File: config.mk
export PLATFORM = sky130hd
export DESIGN_NAME = counter_poll_serial_transaction
export DESIGN_NICKNAME = d
export VERILOG_FILES = /design/src/sv/cpst_pkg.sv /design/src/sv/counter_poll_serial_transaction.sv /design/src/sv/cpst_core.sv /design/src/sv/cpst_out.sv
export SDC_FILE = /design/constraint.sdc
export NUM_CORES = 1
export LEC_CHECK = 0
export BUFFER_PORTS_ARGS = -buffer_cell sky130_fd_sc_hd__buf_2
export CORE_MARGIN = 4
export CORE_UTILIZATION = 54
export DETAILED_ROUTE_END_ITERATION = 10
export PLACE_DENSITY = 0.79
export SLEW_MARGIN = 20
export SYNTH_ARGS = -nofsm -noshare
export SYNTH_HDL_FRONTEND = slang
export SYNTH_HIERARCHICAL = 1
export SYNTH_SLANG_ARGS = --single-unit
File: constraint.sdc
create_clock -name clk -period 4.9 [get_ports clk]
set_input_delay 0.245 -clock clk [delete_from_list [all_inputs] [get_ports clk]]
set_output_delay 0.245 -clock clk [all_outputs]
set_load 0.02 [all_outputs]
File: src/sv/cpst_pkg.sv
// types, constants and helper functions shared by the poll transaction block
// no dependencies
package cpst_pkg;

  localparam int CMD_LEN            = 9;
  localparam int MIN_RESPONSE_CHARS = 39;
  localparam int NUM_FIELDS         = 5;

  localparam logic [7:0] CHAR_CR   = 8'h0D;
  localparam logic [7:0] CHAR_LF   = 8'h0A;
  localparam logic [7:0] CHAR_ZERO = 8'h30;
  localparam logic [7:0] IDLE_BYTE = 8'hFF;

  localparam logic [7:0] CMD_TEXT [7] = '{8'h52, 8'h54, 8'h3A, 8'h30, 8'h30, 8'h30, 8'h30};
  localparam logic [5:0] FIELD_START [NUM_FIELDS] = '{6'd3, 6'd7, 6'd11, 6'd15, 6'd35};

  localparam logic [5:0]  CHAR_COUNT_MAX = 6'd63;
  localparam logic [7:0]  GAP_MAX        = 8'd255;
  localparam logic [16:0] WAIT_MAX       = 17'h1FFFF;

  typedef enum logic [1:0] {
    REQ_START = 2'd0,
    REQ_TICK  = 2'd1,
    REQ_RX    = 2'd2
  } req_t;

  typedef enum logic [2:0] {
    KIND_TX      = 3'd0,
    KIND_COUNTS  = 3'd1,
    KIND_TIMEOUT = 3'd2,
    KIND_SHORT   = 3'd3,
    KIND_BUSY    = 3'd4
  } kind_t;

  typedef enum logic [2:0] {
    PH_IDLE = 3'b001,
    PH_SEND = 3'b010,
    PH_RECV = 3'b100
  } phase_t;

  typedef logic [NUM_FIELDS-1:0][15:0] counters_t;

  // one group of results caused by one item
  typedef struct packed {
    logic      valid;
    kind_t     kind;
    logic [1:0] last_beat;
    logic [7:0] ch;
    counters_t counts;
  } bundle_t;

  function automatic logic [7:0] cmd_char(input logic [3:0] idx);
    logic [7:0] c;
    begin
      if (5'(idx) + 5'd1 == 5'(CMD_LEN)) c = CHAR_LF;
      else if (5'(idx) + 5'd2 == 5'(CMD_LEN)) c = CHAR_CR;
      else if (idx < 4'd7) c = CMD_TEXT[idx[2:0]];
      else c = CHAR_ZERO;
      return c;
    end
  endfunction

  function automatic logic [7:0] encode_pair(input logic [7:0] c, input logic [1:0] p);
    logic [7:0] sh;
    logic [7:0] raw;
    begin
      sh  = c >> {p, 1'b0};
      raw = IDLE_BYTE;
      raw[2] = sh[0];
      raw[5] = sh[1];
      return raw;
    end
  endfunction

  // {is_hex, value}
  function automatic logic [4:0] hex_value(input logic [7:0] c);
    logic [4:0] r;
    begin
      if (c >= 8'h30 && c <= 8'h39) r = {1'b1, 4'(c - 8'h30)};
      else if (c >= 8'h61 && c <= 8'h66) r = {1'b1, 4'(c - 8'h57)};
      else if (c >= 8'h41 && c <= 8'h46) r = {1'b1, 4'(c - 8'h37)};
      else r = 5'd0;
      return r;
    end
  endfunction

endpackage

File: src/sv/counter_poll_serial_transaction.sv
// top level of the poll transaction engine: configuration registers, core and result stage
// depends on cpst_pkg, cpst_core, cpst_out
//
// usage
//   slave beats carry a request: tuser 0 start poll, 1 millisecond tick, 2 received byte
//   (byte in tdata). a start sends the first command character as four encoded beats,
//   later characters follow ticks once the gap count is reached; then received bytes are
//   decoded and one result beat reports counters, short response or timeout.
//   a start while busy gives one busy beat. ticks while idle and stray bytes give nothing.
//   master beats: tuser is the result kind, tlast marks the final beat of one request.
//   configuration writes (index 0 timeout, 1 character gap) are taken at once and
//   should only be made while the block is idle.
// timing
//   the first result beat passes the input register and then the result register. a request
//   is worked only when the single result register is empty or its final beat is taken,
//   so the four beats of a character hold off the next request until the last one goes.
//   a request is taken while a result still waits: one request is held in the input
//   register while the master side stalls, after which tready drops.
// reset
//   synchronous; phase idle, no result pending, registers back to 5000 and 8.
module counter_poll_serial_transaction
  import cpst_pkg::*;
(
  input  logic        clk,
  input  logic        rst,
  input  logic        s_tvalid,
  output logic        s_tready,
  input  logic [7:0]  s_tdata,   // rx_byte
  input  logic [1:0]  s_tuser,   // req_type
  output logic        m_tvalid,
  input  logic        m_tready,
  output logic [87:0] m_tdata,   // tx_byte, single_espresso, double_espresso,
                                 // coffee_count, double_coffee, cleanings
  output logic [2:0]  m_tuser,   // kind
  output logic        m_tlast,
  input  logic        cfg_valid,
  output logic        cfg_ready,
  input  logic        cfg_index,
  input  logic [15:0] cfg_data
);

  logic [15:0] timeout_ms;
  logic [7:0]  char_gap_ms;
  logic        load_ok;
  bundle_t     bundle;

  assign cfg_ready = 1'b1;

  always_ff @(posedge clk) begin
    if (rst) begin
      timeout_ms  <= 16'd5000;
      char_gap_ms <= 8'd8;
    end else if (cfg_valid) begin
      if (cfg_index) char_gap_ms <= cfg_data[7:0];
      else timeout_ms <= cfg_data;
    end
  end

  cpst_core u_core (
    .clk         (clk),
    .rst         (rst),
    .s_tvalid    (s_tvalid),
    .s_tready    (s_tready),
    .s_tdata     (s_tdata),
    .s_tuser     (s_tuser),
    .timeout_ms  (timeout_ms),
    .char_gap_ms (char_gap_ms),
    .load_ok     (load_ok),
    .bundle      (bundle)
  );

  cpst_out u_out (
    .clk      (clk),
    .rst      (rst),
    .bundle   (bundle),
    .load_ok  (load_ok),
    .m_tvalid (m_tvalid),
    .m_tready (m_tready),
    .m_tdata  (m_tdata),
    .m_tuser  (m_tuser),
    .m_tlast  (m_tlast)
  );

endmodule

File: src/sv/cpst_core.sv
// input register and transaction state: one item is worked per cycle into a result
// bundle while the result register can load; depends on cpst_pkg
module cpst_core
  import cpst_pkg::*;
(
  input  logic        clk,
  input  logic        rst,
  input  logic        s_tvalid,
  output logic        s_tready,
  input  logic [7:0]  s_tdata,
  input  logic [1:0]  s_tuser,
  input  logic [15:0] timeout_ms,
  input  logic [7:0]  char_gap_ms,
  input  logic        load_ok,
  output bundle_t     bundle
);

  logic       in_valid;
  logic [1:0] in_req;
  logic [7:0] in_rx;

  phase_t     phase, phase_next;
  logic [3:0] cmd_index, cmd_index_next;
  logic [7:0] gap_count, gap_count_next;
  logic [16:0] wait_count, wait_count_next;
  logic [7:0] rx_assembly, rx_assembly_next;
  logic [1:0] rx_pair_pos, rx_pair_pos_next;
  logic [7:0] prev_char, prev_char_next;
  logic [5:0] char_count, char_count_next;
  counters_t  field_accum, field_accum_next;
  logic [NUM_FIELDS-1:0] field_stopped, field_stopped_next;

  logic       work;
  logic [3:0] send_idx;
  logic [3:0] send_idx_inc;
  logic [7:0] asm_new;
  logic [4:0] hx;
  logic [6:0] pos_ext;
  logic       do_send;
  logic       recv_restart;

  assign work     = in_valid && load_ok;
  assign s_tready = !in_valid || load_ok;

  always_ff @(posedge clk) begin
    if (rst) begin
      in_valid <= 1'b0;
    end else if (s_tready) begin
      in_valid <= s_tvalid;
    end
    if (s_tready && s_tvalid) begin
      in_req <= s_tuser;
      in_rx  <= s_tdata;
    end
  end

  always_comb begin
    phase_next         = phase;
    cmd_index_next     = cmd_index;
    gap_count_next     = gap_count;
    wait_count_next    = wait_count;
    rx_assembly_next   = rx_assembly;
    rx_pair_pos_next   = rx_pair_pos;
    prev_char_next     = prev_char;
    char_count_next    = char_count;
    field_accum_next   = field_accum;
    field_stopped_next = field_stopped;
    do_send            = 1'b0;
    send_idx           = cmd_index;
    recv_restart       = 1'b0;
    asm_new            = rx_assembly;
    hx                 = 5'd0;
    pos_ext            = {1'b0, char_count};

    bundle           = '0;
    bundle.kind      = KIND_TX;

    unique case (in_req)
      REQ_START: begin
        if (phase != PH_IDLE) begin
          bundle.valid = 1'b1;
          bundle.kind  = KIND_BUSY;
        end else begin
          do_send  = 1'b1;
          send_idx = 4'd0;
        end
      end
      REQ_TICK: begin
        if (phase == PH_SEND) begin
          gap_count_next = (gap_count < GAP_MAX) ? gap_count + 8'd1 : gap_count;
          if (gap_count_next >= char_gap_ms) do_send = 1'b1;
        end else if (phase == PH_RECV) begin
          wait_count_next = (wait_count < WAIT_MAX) ? wait_count + 17'd1 : wait_count;
          if (wait_count_next > {1'b0, timeout_ms}) begin
            phase_next   = PH_IDLE;
            bundle.valid = 1'b1;
            bundle.kind  = KIND_TIMEOUT;
          end
        end
      end
      REQ_RX: begin
        if (phase == PH_RECV) begin
          asm_new = rx_assembly;
          if (in_rx[2]) asm_new = asm_new | (8'd1 << {rx_pair_pos, 1'b0});
          if (in_rx[5]) asm_new = asm_new | (8'd2 << {rx_pair_pos, 1'b0});
          rx_pair_pos_next = rx_pair_pos + 2'd1;
          rx_assembly_next = asm_new;
          if (rx_pair_pos_next == 2'd0) begin
            rx_assembly_next = 8'd0;
            hx = hex_value(asm_new);
            for (int i = 0; i < NUM_FIELDS; i++) begin
              if (pos_ext >= 7'(FIELD_START[i]) && pos_ext < 7'(FIELD_START[i]) + 7'd4
                  && !field_stopped[i]) begin
                if (!hx[4]) field_stopped_next[i] = 1'b1;
                else field_accum_next[i] = {field_accum[i][11:0], hx[3:0]};
              end
            end
            char_count_next = (char_count < CHAR_COUNT_MAX) ? char_count + 6'd1 : char_count;
            prev_char_next  = asm_new;
            if (prev_char == CHAR_CR && asm_new == CHAR_LF) begin
              phase_next   = PH_IDLE;
              bundle.valid = 1'b1;
              if ({1'b0, char_count_next} < 7'(MIN_RESPONSE_CHARS + 2)) begin
                bundle.kind = KIND_SHORT;
              end else begin
                bundle.kind   = KIND_COUNTS;
                bundle.counts = field_accum_next;
              end
            end
          end
        end
      end
      default: ;
    endcase

    send_idx_inc = send_idx + 4'd1;
    if (do_send) begin
      bundle.valid     = 1'b1;
      bundle.kind      = KIND_TX;
      bundle.last_beat = 2'd3;
      bundle.ch        = cmd_char(send_idx);
      phase_next       = PH_SEND;
      cmd_index_next   = send_idx_inc;
      gap_count_next   = 8'd0;
      if (5'(send_idx_inc) >= 5'(CMD_LEN)) recv_restart = 1'b1;
    end
    if (recv_restart) begin
      phase_next         = PH_RECV;
      wait_count_next    = '0;
      rx_assembly_next   = '0;
      rx_pair_pos_next   = '0;
      prev_char_next     = '0;
      char_count_next    = '0;
      field_accum_next   = '0;
      field_stopped_next = '0;
    end

    bundle.valid = bundle.valid && work;
  end

  always_ff @(posedge clk) begin
    if (rst) begin
      phase         <= PH_IDLE;
      cmd_index     <= '0;
      gap_count     <= '0;
      wait_count    <= '0;
      rx_assembly   <= '0;
      rx_pair_pos   <= '0;
      prev_char     <= '0;
      char_count    <= '0;
      field_accum   <= '0;
      field_stopped <= '0;
    end else if (work) begin
      phase         <= phase_next;
      cmd_index     <= cmd_index_next;
      gap_count     <= gap_count_next;
      wait_count    <= wait_count_next;
      rx_assembly   <= rx_assembly_next;
      rx_pair_pos   <= rx_pair_pos_next;
      prev_char     <= prev_char_next;
      char_count    <= char_count_next;
      field_accum   <= field_accum_next;
      field_stopped <= field_stopped_next;
    end
  end

endmodule

File: src/sv/cpst_out.sv
// result register: holds one bundle and hands it out one beat per cycle
// while m_tready is high; depends on cpst_pkg
module cpst_out
  import cpst_pkg::*;
(
  input  logic        clk,
  input  logic        rst,
  input  bundle_t     bundle,
  output logic        load_ok,
  output logic        m_tvalid,
  input  logic        m_tready,
  output logic [87:0] m_tdata,
  output logic [2:0]  m_tuser,
  output logic        m_tlast
);

  logic       hold_valid;
  bundle_t    hold;
  logic [1:0] beat;
  logic       final_beat;
  logic [7:0] tx;

  assign final_beat = (beat == hold.last_beat);
  assign load_ok    = !hold_valid || (m_tready && final_beat);

  always_ff @(posedge clk) begin
    if (rst) begin
      hold_valid <= 1'b0;
      beat       <= '0;
    end else if (load_ok) begin
      hold_valid <= bundle.valid;
      beat       <= '0;
    end else if (m_tready) begin
      beat <= beat + 2'd1;
    end
    if (load_ok) begin
      hold <= bundle;
    end
  end

  assign tx       = (hold.kind == KIND_TX) ? encode_pair(hold.ch, beat) : 8'd0;
  assign m_tvalid = hold_valid;
  assign m_tdata  = {hold.counts, tx};
  assign m_tuser  = hold.kind;
  assign m_tlast  = final_beat;

endmodule

==> reports/qor.csv <==
metric,value,unit
synthesis.area,13000,sq um
io_pins,127,
dpl_cell_area,13100,sq um
tightest_slew,1.02,ns
grt_max_degree,82,
io_buffers,119,
crit_required,5.31,ns
syn_to_final_growth,8.35,%
insertion_delay,0.52,ns
ctsHoldBuffers,14,
start_kind,register,
tritoncts,yes,
clk_pin_slew,0.06,ns
grt_first_pass_wirelength,41.9,mm
slew-limit-headroom,31.2,%
cts_max_level,1,
p_clk_share,45.3,%
wl_per_cell,15.8,microns
synthMuxAreaShare,5.75,%
power_density,321,nW/um^2
start_util,55.1,%
hpwl,17.0,mm
setup_tns,0,ns
fill_cells,1943,
yosysSeqAreaShare,48.4,%
hold_viol,0,
overflow,0,
num_rows,56,
design_area,14100,sq um
cts_repair_resize_count,0,
combPwrFrac,3.7,%
multi_input_area,5550,sq um
synth_adder_area_share,4.33,%
gr-usage-met2,31.1,%
synth.area.top_cells,"dfxtp_1 26%, edfxtp_1 22%, a22o_1 6.3%",
syn_avg_cell_area,10.3,sq um
ys_seq_elements,266,
syn_inst,1263,
syn-num-nets,1340,
antennaDiodeCount,0,
seqCellArea,6300,sq um
crit_fanout,16,
status,completed,
path_class,register to register,
clock-sinks,266,
antenna_left,0,
die-area,26600,sq um
nets,1359,
ys_types,77,
ir_worst_vdd,0.000240,V
fmax,239,MHz
synthSimpleGateAreaFrac,15.3,%
synth_xor_area_share,1.74,%
grt_antenna_before_repair,0,
grt_use_met1,25.8,%
grt_pass1_vias,8440,
power_switching,0.938,mW
fin_crit,4.18,ns
maxCapViolCount,0,
synth_most_common_cell,dfxtp_1,
synth_top_area_share,26.0,%
use_met3,2.67,%
rsz0062_at_grt,no,
synth_warnings,6,
p_sw_share,20.7,%
ys_async_sr_fraction,0,%
first_iter_violations,672,
dp_slack,0.816,ns
die_width,163,microns
cts_setup_buffers,0,
via_count,9032,
die_h,163,microns
cts_buffers,27,
hp-class,input port to register,
core-area,23600,sq um
seq_power_share,51.0,%
clock_skew,0.0154,ns
avgViaCountPerCell,5.57,
synth_area_leader_cell,dfxtp_1,
synth_top_family_by_area,compound AO/OA/AOI/OAI gates,
min_period_over_period,85.2,%
synthFlopType,dfxtp_1,
gp_congestion,0.848,
drive_above_1_share,16.4,%
routed_wl,25.7,mm
synth_edf_count,97,
cp.arrival,4.58,ns
slew_viol_final,0,
critPathCaptureType,register,
p_leak,5.67,nW
grtUsageTotal,18.7,%
finalSetupViolations,0,
setup_slack,0.724,ns
root_buffer,clkbuf_16,
top_usage_layer,met2,
first_pass_iters,5,
clockBufferDepth,3,
synth_commonest_cells,"169 x dfxtp_1, 111 x nor2_1, 104 x nand2_1",
p_int,3.59,mW
drc,0,
synth_compound_area_share,15.3,%
==> final timing paths <==
check / start / end / slack [ns] / cells past startpoint
worst min register to register: u_core/field_stopped[0]$_SDFFE_PP0P_ / u_core/field_stopped[0]$_SDFFE_PP0P_ / 0.46 / 1
worst max-delay path: u_core/gap_count[0]$_SDFFE_PP0P_ / u_core/field_accum[48]$_SDFFE_PP0P_ / 0.72 / 14
worst min-delay path: cfg_data[1] / char_gap_ms[1]$_SDFFE_PP0P_ / 0.02 / 3
worst max register to register: u_core/gap_count[0]$_SDFFE_PP0P_ / u_core/field_accum[48]$_SDFFE_PP0P_ / 0.72 / 14
==> state kept, by name, indices dropped and copies added, names as in the netlist, 4 cells and up <==
signal                count
u_core/cmd_index          4
u_core/wait_count        17
char_gap_ms               8
u_out/hold               10
u_out/m_tdata            80
u_core/gap_count          8
u_core/prev_char          8
u_core/field_accum       80
u_core/rx_assembly        8
u_core/field_stopped      5
u_core/char_count         6
timeout_ms               16
==> per-layer routing <==
metal	part of all wire (%)	up-vias	wire length [microns]
met5	0	-	0
met4	2.0	0	525
met3	5.3	39	1370
met2	47	253	12000
met1	46	4278	11800
li1	-	4462	-
==> final cells by class <==
class | instances | area share (%)
tap | 319 | 2.83
sequential | 266 | 44.7
clock inverter | 13 | 1.03
inverter | 43 | 1.14
timing repair buffer | 141 | 5.64
clock buffer | 36 | 5.32
multi-input combinational | 803 | 39.4
==> power by group through the flow <==
| stage | sequential [mW] | clock (mW) | combinational [mW] |
|---|---|---|---|
| floorplan | 2.35 | 0 | 0.123 |
| global placement | 2.36 | 0 | 0.152 |
| detailed placement | 2.36 | 0 | 0.155 |
| CTS | 2.31 | 2.09 | 0.165 |
| global route | 2.31 | 2.18 | 0.183 |
| finish | 2.31 | 2.05 | 0.166 |
==> stage by stage <==
step | power [mW] | hold WS, ns | util (%) | instances
final | 4.53 | 0.0160 | 59.7 | 1621
after global routing | 4.68 | 0.0262 | 59.7 | 1621
after CTS | 4.57 | 0.00366 | 59.7 | 1621
after floorplan | 2.47 | 0.314 | - | 1263
after global placement | 2.51 | 0.424 | 55.3 | 1558
after detailed placement | 2.51 | 0.424 | 55.3 | 1558
==> cells in the final DEF (no fill, tap or decap), types with 5 or more instances in the layout <==
master,instances
dfxtp_1,169
buf_2,119
nor2_1,111
nand2_1,104
edfxtp_1,97
a22o_1,94
a21oi_1,84
mux2i_1,68
ha_1,45
inv_1,43
nand2b_1,28
clkbuf_16,28
o21ai_0,28
nand3_1,25
nor3_1,15
dlygate4sd3_1,14
nand4_1,13
xnor2_1,13
and2_1,11
and3_1,10
xor2_1,10
buf_4,8
o21ai_1,7
nor3b_1,7
a211oi_1,7
clkbuf_1,6
o21ai_2,6
o21a_1,6
o2bb2ai_1,6
nand4bb_1,5
or2_2,5
a21oi_2,5
nor2b_1,5
nand3b_1,5
a31oi_1,5
==> worst max-delay path: stages, from the launching register on <==
cell	delay, ns
dfxtp_1	0.42
ha_1	0.19
and2_1	0.21
nand3_1	0.26
nand4_1	0.22
nor2_1	0.07
xor2_1	0.15
ha_1	0.30
nand2_1	0.05
nor3_1	0.30
a21o_1	0.28
o21ai_2	0.21
a31oi_2	0.72
o21ai_2	0.40
a22o_1	0.28
==> cell families after synthesis <==
group,count (synthesis)
and+or+nand+nor,379
AOI/OAI and AO/OA,280
DFF,266
buffers and inverters,194
muxes,72
adders and majority gates,45
xor gates and xnor gates,25
other,2
Power figures use the tool's default switching activity.
